--- src/flfa_pkg.sv ---
// Package for the free-list fit allocator.
// Holds the operation, status, policy, cell and controller codes.
// No dependencies; every other file imports it.
package flfa_pkg;

  // Default geometry and fixed field widths.
  localparam int MaxBlocksDefault = 64;
  localparam int SizeBitsDefault  = 32;
  localparam int RandBits         = 16;

  // Operation codes of an input word.
  typedef enum logic [1:0] {
    OP_CLEAR    = 2'd0,
    OP_APPEND   = 2'd1,
    OP_ALLOCATE = 2'd2,
    OP_NONE     = 2'd3
  } opcode_t;

  // Status codes of a result word.
  typedef enum logic [1:0] {
    ST_OK     = 2'd0,
    ST_NO_FIT = 2'd1,
    ST_FULL   = 2'd2
  } status_t;

  // Placement policies.
  localparam logic [2:0] POL_FIRST  = 3'd0;
  localparam logic [2:0] POL_NEXT   = 3'd1;
  localparam logic [2:0] POL_BEST   = 3'd2;
  localparam logic [2:0] POL_WORST  = 3'd3;
  localparam logic [2:0] POL_RANDOM = 3'd4;

  // What every cell of the chain does in a cycle.
  typedef enum logic [1:0] {
    CELL_HOLD   = 2'd0,
    CELL_ROTATE = 2'd1,
    CELL_CLOSE  = 2'd2,
    CELL_APPEND = 2'd3
  } cell_mode_t;

  // Controller states.
  typedef enum logic [2:0] {
    S_IDLE   = 3'd0,
    S_SCAN   = 3'd1,
    S_DIV    = 3'd2,
    S_PICK   = 3'd3,
    S_EVAL   = 3'd4,
    S_CLOSE  = 3'd5,
    S_UPDATE = 3'd6,
    S_DONE   = 3'd7
  } state_t;

endpackage

--- src/flfa_cell.sv ---
// One cell of the block-size chain: holds a single table entry.
// Depends on flfa_pkg for the cell mode codes.
module flfa_cell import flfa_pkg::*; #(
  parameter int SIZE_BITS = SizeBitsDefault,
  parameter int IDX_BITS  = 6,
  parameter int CELL_POS  = 0
) (
  input  logic                 clk,
  input  cell_mode_t           mode,
  input  logic [IDX_BITS-1:0]  pos,
  input  logic [SIZE_BITS-1:0] data,
  input  logic [SIZE_BITS-1:0] nbr,
  output logic [SIZE_BITS-1:0] value
);

  localparam logic [IDX_BITS-1:0] MyPos = IDX_BITS'(CELL_POS);

  // Rotate takes the neighbour's entry, close does so from the gap upward,
  // append loads the new size into the addressed cell.
  always_ff @(posedge clk) begin
    case (mode)
      CELL_ROTATE: value <= nbr;
      CELL_CLOSE: begin
        if (MyPos >= pos) value <= nbr;
      end
      CELL_APPEND: begin
        if (MyPos == pos) value <= data;
      end
      default: value <= value;
    endcase
  end

endmodule

--- config.mk ---
export PLATFORM = sky130hd
export DESIGN_NAME = flfa_cell
export DESIGN_NICKNAME = d
export VERILOG_FILES = /design/src/flfa_pkg.sv /design/src/flfa_cell.sv
export SDC_FILE = /design/constraint.sdc
export NUM_CORES = 1
export LEC_CHECK = 0
export BUFFER_PORTS_ARGS = -buffer_cell sky130_fd_sc_hd__buf_2
export CORE_UTILIZATION = 44
export CTS_CLUSTER_DIAMETER = 120
export CTS_CLUSTER_SIZE = 28
export DETAILED_ROUTE_END_ITERATION = 6
export GPL_TIMING_DRIVEN = 0
export PLACE_DENSITY = 0.84
export SYNTH_ARGS = -nofsm -noshare
export SYNTH_HDL_FRONTEND = slang
export SYNTH_SLANG_ARGS = --single-unit
--- constraint.sdc ---
create_clock -name clk -period 4.3 [get_ports clk]
set_input_delay 0.43 -clock clk [delete_from_list [all_inputs] [get_ports clk]]
set_output_delay 0.43 -clock clk [all_outputs]
set_load 0.1 [all_outputs]
# --- Word-level counts from Yosys, hierarchy flattened ---
# Index checks and enable logic that the tools add are counted.
word_totals:
  reg_bits: 32
  output_inout_bits: 32
classes:
  magnitude_cmp: 1
  n_eq_ne: 5
  n_mux: 3
  reduce_logical: 3
op_table:
  columns: ["cell", "n"]
  rows:
  - ["case mux 32 bit (3 select lines)", 1]
  - ["two-way mux 32 bit", 2]
  - ["greater-or-equal comparator 1 x 6 -> 1 bit, first input constant", 1]
  - ["logical NOT 6 bit", 1]
  - ["equality test 2 bit, second input constant", 2]
  - ["inequality test 2 bit, second input constant", 2]
  - ["AND reduction 3 bit", 1]
  - ["nonzero test 3 bit", 1]
  - ["equality test 2 x 1 -> 1 bit, second input constant", 1]

# --- Logic depth before layout (Yosys ltp) ---
depth:
  word_depth: 3
  mapped_depth: 3
  depth_no_buf: 2

# --- Least setup slack after synthesis ---
# OpenSTA, ideal clock, no wires.
synth_timing:
  path_type: "input -> register"
  startpoint: "input port pos[0]"
  endpoint: "register value[0], enable pin"
  setup_time_ns: 0.377
  t_arrival_ns: 1.257
  required_ns: 3.923
  path_slack_ns: 2.666
  path_stages: 2
  n_path_buf: 0
  cell_sequence: "nor4_1 a31o_2"
synth_between:
  elab_chain_len: 3
synth_rtl:
  columns: ["item", "line", "rtl"]
  rows:
  - ["start, declared", "flfa_cell.sv:10", "input logic [IDX_BITS-1:0] pos,"]
  - ["greater-or-equal comparator 1 x 6 -> 1 bit / logical NOT 6 bit (equally long branches)", "flfa_cell.sv:24, flfa_cell.sv:27", null]
  - ["inequality test 2 bit (no source line)", null, null]
  - ["AND reduction 3 bit (no source line) *", null, null]
  - ["end signal, assigned", "flfa_cell.sv:24", "if (MyPos >= pos) value <= nbr;"]
  - ["end signal, assigned", "flfa_cell.sv:27", "if (MyPos == pos) value <= data;"]
  - ["end signal, assigned", "flfa_cell.sv:29", "default: value <= value;"]
  - ["end, declared", "flfa_cell.sv:13", "output logic [SIZE_BITS-1:0] value"]
# Mark *: on every way between the ends. The rest lies on a longest branch, timed or not.
# A chain may end at the register's enable or synchronous reset.

# --- Worst setup path after layout ---
layout_timing:
  startpoint: "input port pos[0]"
  endpoint: "register value[30], enable pin"
# The elaborated chain is that of the path after synthesis.

==> results.json <==
{
  "p_comb_share_pct": 34.9,
  "postRouteAntennaNets": 0,
  "grt_max_degree": 33,
  "syn2layout_area_growth_pct": 41.1,
  "avgSynthCellArea_um2": 21.3,
  "fin_area_um2": 2160,
  "cp_data_arrival_time_ps": 1530,
  "die_area_um2": 3720,
  "via_count": 1059,
  "final_cells": 230,
  "synth_area_um2": 1530,
  "cp.required_ps": 4260,
  "fin_crit_ps": 1570,
  "cp-start-kind": "input pin",
  "die_y_um": 61.0,
  "met2_usage_pct": 26.7,
  "drv_slew": 0,
  "synth_top_cell_by_area": "edfxtp_1",
  "synth-seq-cells": 32,
  "ctsResizeCount": 0,
  "first_global_vias": 921,
  "rows": 21,
  "leakage_nw": 1.07,
  "core_area_um2": 3340,
  "drtIter0Drc": 14,
  "clock-sinks": 32,
  "numCtsBuffers": 5,
  "yosysWarnings": 0,
  "fmax_mhz": 639,
  "io_pins": 105,
  "path_clk_slew_ps": 100,
  "firstDrtPassIters": 4,
  "grtUsageMet3_pct": 6.51,
  "period_share_pct": 36.4,
  "track_usage_pct": 15.4,
  "num_antenna_cells": 0,
  "slowest_stage": "a31o_2",
  "dp_cells": 222,
  "final_core_util_pct": 64.8,
  "drive_gt1_share_pct": 81.0,
  "internal-power_uw": 511,
  "htree_levels": 2,
  "drt_wl_total_mm": 2.96,
  "largest_reg_flops": 32,
  "hold_buffers": 0,
  "cts_root_buf": "clkbuf_4",
  "worst-setup-path-type": "in -> reg",
  "slew_headroom_pct": 47.1,
  "syn-num-nets": 145,
  "antenna_found_initial": 0,
  "tns_ps": 0,
  "power_frac_seq_pct": 45.8,
  "initial_core_util_pct": 45.9,
  "cp-end-kind": "flop",
  "cp_max_fo": 32,
  "setup_viol": 0,
  "switching_share_pct": 38.1,
  "fin_nets": 256,
  "yosysSeqAreaShare_pct": 62.7,
  "drc_errors": 0,
  "cts_post_setup_buffers_inserted": 0,
  "top_register": "value",
  "p_total_uw": 825,
  "cts_tree": "done",
  "die_w_um": 61.0,
  "p_switching_uw": 314,
  "grt_pass1_wl_mm": 3.95,
  "port_buffers": 104,
  "place_congestion": 0.614,
  "viasPerCell": 4.60,
  "startpoint": "pos[0]",
  "hold_class": "in -> reg",
  "busiest_layer": "met2",
  "cp.depth": 3,
  "cp-endpoint": "value[30]",
  "overflow": 0,
  "rsz0062_at_grt": "false",
  "clockPowerShare_pct": 19.2,
  "hold_viol": 0,
  "synth_area_leaders": "edfxtp_1, mux2_4, buf_12",
  "min_path_cells": 2,
  "critical_path.top_delay_family": "compound AO/OA/AOI/OAI gates",
  "vdd_drop_max_v": 0.000202,
  "cts_buffer_depth": 2,
  "path_cells": "buf_2 > nor4_1 > a31o_2",
  "syn_inst": 72,
  "yosysUniqueCellTypes": 9,
  "status": "completed",
  "powerDensity_nw_per_um2": 381,
  "crit_buf_inv": 1,
  "grtUsageMet1_pct": 15.8,
  "wl_per_cell_um": 12.9,
  "reg_top3": "value (32)",
  "cpPeakStageDelay_ps": 730,
  "dpl_cell_area_um2": 2110,
  "drv_cap": 0,
  "worst_pin_slew_ps": 794,
  "synth_top_area_share_pct": 62.7
}
## Yosys cell counts
library cell  count
edfxtp_1         32
mux2_4           30
buf_12            3
mux2_2            2
a31o_2            1
and2b_2           1
nand2_4           1
nor2_1            1
nor4_1            1
## layer usage
| metal | vias up | share of wire, % |
|---|---|---|
| met3 | 5 | 9.9 |
| li1 | 505 | - |
| met5 | - | 0 |
| met2 | 61 | 53 |
| met4 | 0 | 1.8 |
| met1 | 488 | 35 |
## metrics by stage
step / setup slack (ps) / hold slack (ps)
after floorplan: 2670 / 647
final: 2730 / 395
after CTS: 2720 / 377
after detailed placement: 2360 / 733
after global placement: 2430 / 730
after global routing: 2670 / 372
## cells by family after synthesis
family | Yosys count | synth area share (%)
and+or+nand+nor | 4 | 1.96
muxes | 32 | 30.9
buffers and inverters | 3 | 3.92
DFF | 32 | 62.7
AOI/OAI and AO/OA | 1 | 0.572
## power by group through the flow
stage	clock, mW	combinational, mW	sequential, mW
global route	0.180	0.298	0.381
detailed placement	0	0.289	0.385
floorplan	0	0.0566	0.558
finish	0.159	0.288	0.378
global placement	0	0.285	0.384
CTS	0.167	0.290	0.378
## layout make-up
cell class / instances / area, um2
Buffer: 3 / 60.1
Clock inverter: 3 / 13.8
Clock buffer: 5 / 37.5
Tap cell: 46 / 57.6
Fill cell: 261 / 1170
Timing Repair Buffer: 104 / 520
Multi-Input combinational cell: 37 / 512
Sequential cell: 32 / 961
## worst min path at each step
stage,startpoint,to,slack [ps]
after floorplan,nbr[0],value[0],650
after global placement,nbr[21],value[21],730
after detailed placement,data[5],value[5],730
after CTS,data[5],value[5],380
after global routing,data[27],value[27],370
final,nbr[27],value[27],400
## layout by cell type, fill, tap and decap left out
| master | synthesis | final |
|---|---|---|
| a31o_2 | 1 | 1 |
| and2b_2 | 1 | 1 |
| buf_12 | 3 | 3 |
| buf_2 | 0 | 104 |
| clkbuf_4 | 0 | 5 |
| clkinv_1 | 0 | 1 |
| clkinv_2 | 0 | 2 |
| edfxtp_1 | 32 | 32 |
| mux2_2 | 2 | 2 |
| mux2_4 | 30 | 30 |
| nand2_4 | 1 | 1 |
| nor2_1 | 1 | 1 |
| nor4_1 | 1 | 1 |
No activity file was read; power rests on OpenSTA's default activity.
