<file path="src/flfa_pkg.sv">
// Package for the free-list fit allocator.
// Holds the operation, status, policy, cell and controller codes.
// No dependencies; every other file imports it.
package flfa_pkg;

  // Default geometry and fixed field widths.
  localparam int MaxBlocksDefault = 64;
  localparam int SizeBitsDefault  = 32;
  localparam int RandBits         = 16;

  // Operation codes of an input word.
  typedef enum logic [1:0] {
    OP_CLEAR    = 2'd0,
    OP_APPEND   = 2'd1,
    OP_ALLOCATE = 2'd2,
    OP_NONE     = 2'd3
  } opcode_t;

  // Status codes of a result word.
  typedef enum logic [1:0] {
    ST_OK     = 2'd0,
    ST_NO_FIT = 2'd1,
    ST_FULL   = 2'd2
  } status_t;

  // Placement policies.
  localparam logic [2:0] POL_FIRST  = 3'd0;
  localparam logic [2:0] POL_NEXT   = 3'd1;
  localparam logic [2:0] POL_BEST   = 3'd2;
  localparam logic [2:0] POL_WORST  = 3'd3;
  localparam logic [2:0] POL_RANDOM = 3'd4;

  // What every cell of the chain does in a cycle.
  typedef enum logic [1:0] {
    CELL_HOLD   = 2'd0,
    CELL_ROTATE = 2'd1,
    CELL_CLOSE  = 2'd2,
    CELL_APPEND = 2'd3
  } cell_mode_t;

  // Controller states.
  typedef enum logic [2:0] {
    S_IDLE   = 3'd0,
    S_SCAN   = 3'd1,
    S_DIV    = 3'd2,
    S_PICK   = 3'd3,
    S_EVAL   = 3'd4,
    S_CLOSE  = 3'd5,
    S_UPDATE = 3'd6,
    S_DONE   = 3'd7
  } state_t;

endpackage

</file>
<file path="src/flfa_mod.sv">
// Restoring remainder unit: one dividend bit per cycle.
// Depends on flfa_pkg for the random value width.
module flfa_mod import flfa_pkg::*; #(
  parameter int CNT_BITS = 7
) (
  input  logic                clk,
  input  logic                rst,
  input  logic                start,
  input  logic [RandBits-1:0] dividend,
  input  logic [CNT_BITS-1:0] divisor,
  output logic                done,
  output logic [CNT_BITS-1:0] rem
);

  localparam int ItBits = $clog2(RandBits);

  logic                busy;
  logic [ItBits-1:0]   iter;
  logic [RandBits-1:0] quo;
  logic [CNT_BITS:0]   rem_sh;

  assign rem_sh = {rem, quo[RandBits-1]};

  // Shift in one bit and subtract the divisor when it goes.
  always_ff @(posedge clk) begin
    if (rst) begin
      busy <= 1'b0;
      done <= 1'b0;
    end else begin
      done <= 1'b0;
      if (start) begin
        busy <= 1'b1;
        iter <= '0;
        quo  <= dividend;
        rem  <= '0;
      end else if (busy) begin
        if (rem_sh >= {1'b0, divisor}) rem <= CNT_BITS'(rem_sh - {1'b0, divisor});
        else rem <= rem_sh[CNT_BITS-1:0];
        quo  <= quo << 1;
        iter <= iter + 1'b1;
        if (iter == ItBits'(RandBits - 1)) begin
          busy <= 1'b0;
          done <= 1'b1;
        end
      end
    end
  end

endmodule

</file>
<file path="config.mk">
export PLATFORM = sky130hd
export DESIGN_NAME = flfa_mod
export DESIGN_NICKNAME = d
export VERILOG_FILES = /design/src/flfa_pkg.sv /design/src/flfa_mod.sv
export SDC_FILE = /design/constraint.sdc
export NUM_CORES = 1
export LEC_CHECK = 0
export BUFFER_PORTS_ARGS = -buffer_cell sky130_fd_sc_hd__buf_2
export CORE_UTILIZATION = 30
export DETAILED_ROUTE_END_ITERATION = 10
export REMOVE_ABC_BUFFERS = 1
export SETUP_SLACK_MARGIN = 0.4
export SLEW_MARGIN = 40
export SYNTH_ARGS = -nofsm -noshare
export SYNTH_HDL_FRONTEND = slang
export SYNTH_SLANG_ARGS = --single-unit
</file>
<file path="constraint.sdc">
create_clock -name clk -period 3.6 [get_ports clk]
set_input_delay 0.72 -clock clk [delete_from_list [all_inputs] [get_ports clk]]
set_output_delay 0.72 -clock clk [all_outputs]
set_load 0.01 [all_outputs]
</file>
Yosys cells after proc, flatten, opt, wreduce, memory -nomap -nowiden
Cells that the tools add are included.
{"block": "classes", "muxes": 9, "bitwise": 2, "n_reduce_logical": 3, "n_eq_ne": 1, "add_sub_neg": 2, "n_lt_le_gt_ge": 1}
{"operator": "16-bit two-way mux", "n": 2}
{"operator": "7-bit two-way mux", "n": 2}
{"operator": "8-bit by 7-bit greater-or-equal comparator with 1-bit output", "n": 1}
{"operator": "7-bit subtractor", "n": 1}
{"operator": "4-bit by 1-bit adder with 4-bit output, second input constant", "n": 1}
{"operator": "4-bit == test, second input constant", "n": 1}
{"operator": "1-bit two-way mux", "n": 4}
{"operator": "4-bit two-way mux", "n": 1}
{"operator": "3-bit OR reduction", "n": 1}
{"operator": "1-bit inverter", "n": 2}
{"operator": "2-bit AND reduction", "n": 1}
{"operator": "2-bit nonzero test", "n": 1}
{"block": "totals", "elab_cells": 23, "input_bits": 26, "regBits": 29}

Logic depth before layout (Yosys ltp)
{"block": "logic_depth", "word_depth": 4, "mapped_depth": 10}

Least setup slack after synthesis
OpenSTA, ideal clock, no wires.
{"block": "synth_timing", "path_kind": "input port to flip-flop", "startpoint": "in start", "endpoint": "reg iter[0], enable pin", "t_arrival_ns": 2.274, "n_path_buf": 1, "cell_stages": 3, "setup_slack_ns": 0.915, "cell_sequence": "clkbuf_1 -> nor2_1 -> nor2_1"}
{"block": "synth_via", "elab_chain_cells": 2}
{"element": "start, declared", "line_no": "flfa_mod.sv:8", "rtl": "input logic start,"}
{"element": "2-bit nonzero test (no source line)"}
{"element": "2-bit AND reduction (no source line)"}
{"element": "end signal, assigned", "line_no": "flfa_mod.sv:40", "rtl": "iter <= iter + 1'b1;"}
{"element": "end, declared", "line_no": "flfa_mod.sv:18", "rtl": "logic [ItBits-1:0] iter;"}
No other way between the ends.
A chain may end at the register's enable or synchronous reset.

Worst setup path in the final report
{"block": "layout_timing", "startpoint": "in divisor[0]", "endpoint": "reg rem[6], data pin"}
{"block": "layout_via", "elab_chain_cells": 3, "word_cells_on_any_way": 4, "cone_classes": "1 x add/sub; 1 x order compare; 2 x mux"}
{"element": "start, declared", "line_no": "flfa_mod.sv:10", "rtl": "input logic [CNT_BITS-1:0] divisor,"}
{"element": "7-bit subtractor or 8-bit by 7-bit greater-or-equal comparator with 1-bit output (tied branches)", "line_no": "flfa_mod.sv:37", "rtl": "if (rem_sh >= {1'b0, divisor}) rem <= CNT_BITS'(rem_sh - {1'b0, divisor});"}
{"element": "7-bit two-way mux (*)", "line_no": "flfa_mod.sv:37"}
{"element": "7-bit two-way mux (*)", "line_no": "flfa_mod.sv:36", "rtl": "end else if (busy) begin"}
{"element": "end signal, assigned", "line_no": "flfa_mod.sv:37"}
{"element": "end signal, assigned", "line_no": "flfa_mod.sv:38", "rtl": "else rem <= rem_sh[CNT_BITS-1:0];"}
{"element": "end, declared", "line_no": "flfa_mod.sv:12", "rtl": "output logic [CNT_BITS-1:0] rem"}
Every way passes the cells marked *; elsewhere a longest branch is shown, timed or not. The select of a mux whose other input is x is not followed.

==> run summary <==
Initial Util: 31.0%
Status: completed
Core ar.: 5110 um2
Cell Count, Final, Fillers Out: 235
Worst EP arrival: 2.74 ns
TritonCTS clock tree: built
CTS H-tree depth: 2
Reg2reg start: quo[15]$_DFFE_PP_
Multi-input gate area: 672 um2
Worst min-delay path startpoint: busy$_SDFF_PP0_
CP max stage cell: a311o_1
Post-synthesis register bit count: 29
Setup-failing EPs final: 0
Clock Tree Buf Depth: 2
Row count: 26
First-pass DRT Iterations: 4
Layout area overhead: 20.2%
Worst Setup Path Type: in -> reg
Total wire length: 2.62 mm
Total Routing Usage GR: 10.4%
Antenna Cells: 0
Unrepaired setup endpoints after global routing: no
Worst Setup End Kind: flip-flop
Number of buffers added for setup after CTS: 0
Worst Path Buf+Inv: 2
Max cap viols: 0
Post-CTS Resized: 0
Rel. slew slack: 63.1%
Buffers added on ports: 33
Leakage power: 0.000766 uW
GP Congestion: 0.790
Pre-CTS WS: 0.689 ns
Die area: 5570 um2
Distinct cells, synth: 34
Final setup TNS: 0 ns
Num CTS Buffers: 5
Sink Count: 29
Critical Path Fanout Max: 11
Final Max Tran Viols: 0
First-pass GRT wire length: 4.26 mm
Final Hold Fails: 0
Clk_skew: 0.00480 ns
PwrDens: 431 nW/um2
Nets: 199
Crit path max-delay family: compound AO/OA/AOI/OAI gates
Min setup slack post-route: 0.981 ns
Mean Syn Cell Area: 12.5 um2
Worst R2R End: rem[6]$_SDFFCE_PP0P_
Flop2flop setup slack: 1.04 ns
Type of the worst min-delay path: reg -> reg
Final Util: 37.3%
Slowest cell delay on critical path: 0.48 ns
Final instance area: 1900 um2
Synth Instances: 127
Fillers: 511
Vias in the first global route: 973
Cell Area, Synth: 1580 um2
Fin crit share: 72.7%
Startpoint Class: input pin
Warnings from Yosys: 0
Largest net degree at the start of global routing: 30
Final worst path period need: 2.62 ns
Hold Buf Count CTS: 0
Chip width: 74.7 um
Share of layout cells above drive strength 1: 35.2%
Initial antenna violation count: 0
Req. time, crit path: 3.72 ns
Die Y: 74.7 um
Via/cell ratio: 4.51
Peak supply drop: 232 uV
# IOs: 34
DP Area: 1820 um2
Hold Crit Endpoint: done$_SDFF_PP0_
Drt drc: 0
Reg area: 851 um2
Max frequency: 382 MHz
Post-synthesis sequential area ratio: 53.7%
Root buf cell: clkbuf_8
Clk pin slew, worst setup/hold paths: 0.06 ns
GRT Residual Overflow: 0
Hold Path Cell Cnt: 1
DP HPWL: 1.83 mm
Placed Cells: 227
ANT nets after route: 0
Routed len/inst: 11.2 um
Initial DRC Count: 52
Clk Latency, worst-skew pair: 0.27 ns
Worst Reg-to-Reg Cells: 9
Slew @ Worst Pin: 0.553 ns
Worst path cell trace: buf_2, ha_1, inv_1, fa_1, a211oi_2, o211ai_1, a311o_1, or2_2, a21oi_1
Vias: 1061
## stage by stage
stage	hold slack [ns]	power, uW
floorplan	0.454	530
global placement	0.464	579
detailed placement	0.466	580
CTS	0.475	834
global route	0.482	869
finish	0.472	820
## cell usage after synthesis (all sizes together)
cell / count / area share, %
edfxtp: 27 / 51
mux2: 16 / 11
nor2: 13 / 3.1
inv: 11 / 2.6
ha: 8 / 6.3
a21oi: 5 / 1.6
o21ai: 5 / 1.6
nor2b: 4 / 1.6
nor3b: 4 / 1.9
a211oi: 3 / 1.7
clkbuf: 3 / 0.71
mux2i: 3 / 1.9
and2: 2 / 0.79
dfxtp: 2 / 2.5
or2: 2 / 0.79
xnor2: 2 / 1.1
xor2: 2 / 1.1
a311o: 1 / 0.63
and3b: 1 / 0.55
buf: 1 / 0.71
fa: 1 / 1.3
nand2: 1 / 0.24
nand2b: 1 / 0.40
nand3: 1 / 0.32
nand3b: 1 / 0.47
nand4: 1 / 0.40
nand4b: 1 / 0.55
nor4b: 1 / 0.55
o211ai: 1 / 0.47
o21a: 1 / 0.47
o31a: 1 / 0.55
o41ai: 1 / 0.55
## cell usage in the layout (no fill, tap or decap), types with 2 or more instances in the layout
cell type  instances
a21oi_1            5
and2_1             2
nor3b_1            4
o21ai_0            5
a211oi_1           2
buf_2             33
mux2i_1            3
inv_1             11
edfxtp_1          27
dfxtp_1            2
clkbuf_8           5
nor2b_1            4
xor2_1             2
nor2_1            12
mux2_2            16
ha_1               8
xnor2_1            2
clkbuf_1           3
## power breakdown
part | total [uW] | switching (uW) | internal [uW]
clock | 247 | 111 | 137
combinational | 159 | 80.5 | 78.6
sequential | 413 | 12.4 | 401
total | 820 | 203 | 616
## metal layers
metal | wire length, um | global-route usage, %
met5 | 0 | 0
met2 | 1130 | 15.2
met1 | 1310 | 14.0
met3 | 151 | 3.21
met4 | 29 | 5.03
## cell type report
| type | count | share of cell area, % |
|---|---|---|
| sequential | 29 | 44.7 |
| multi-input combinational | 83 | 35.3 |
| timing repair buffer | 34 | 9.07 |
| tap | 70 | 4.60 |
| clock buffer | 8 | 4.20 |
| inverter | 11 | 2.17 |
## state kept, by name, summed over array words and instances, names as in the netlist
signal  flops
busy        1
rem         7
iter        4
quo        16
done        1
## worst register-to-register path, cell delays in order (launching register included)
cell and delay (ns):
edfxtp_1 0.39, inv_1 0.07, ha_1 0.15, inv_1 0.05, fa_1 0.41, a211oi_2 0.26
o211ai_1 0.13, a311o_1 0.48, or2_2 0.34, a21oi_1 0.12
## logic make-up after synthesis
family          share of synthesized area, %
simple gates                            11.6
xor+xnor                                2.21
mux                                     13.3
buf+inv                                 4.03
compound gates                          7.58
fa+ha+maj                               7.58
flops                                   53.7
## how the worst max path moves through the flow
stage | startpoint | endpoint | slack (ns) | cells after the start
6_report | divisor[0] | rem[6]$_SDFFCE_PP0P_ | 0.98 | 9
5_1_grt | divisor[0] | rem[6]$_SDFFCE_PP0P_ | 0.87 | 9
4_1_cts | divisor[0] | rem[6]$_SDFFCE_PP0P_ | 0.97 | 9
3_5_place_dp | divisor[0] | rem[6]$_SDFFCE_PP0P_ | 0.69 | 9
3_3_place_gp | divisor[0] | rem[6]$_SDFFCE_PP0P_ | 0.74 | 9
2_1_floorplan | divisor[0] | rem[6]$_SDFFCE_PP0P_ | 0.93 | 8
Power figures use the tool's default switching activity.
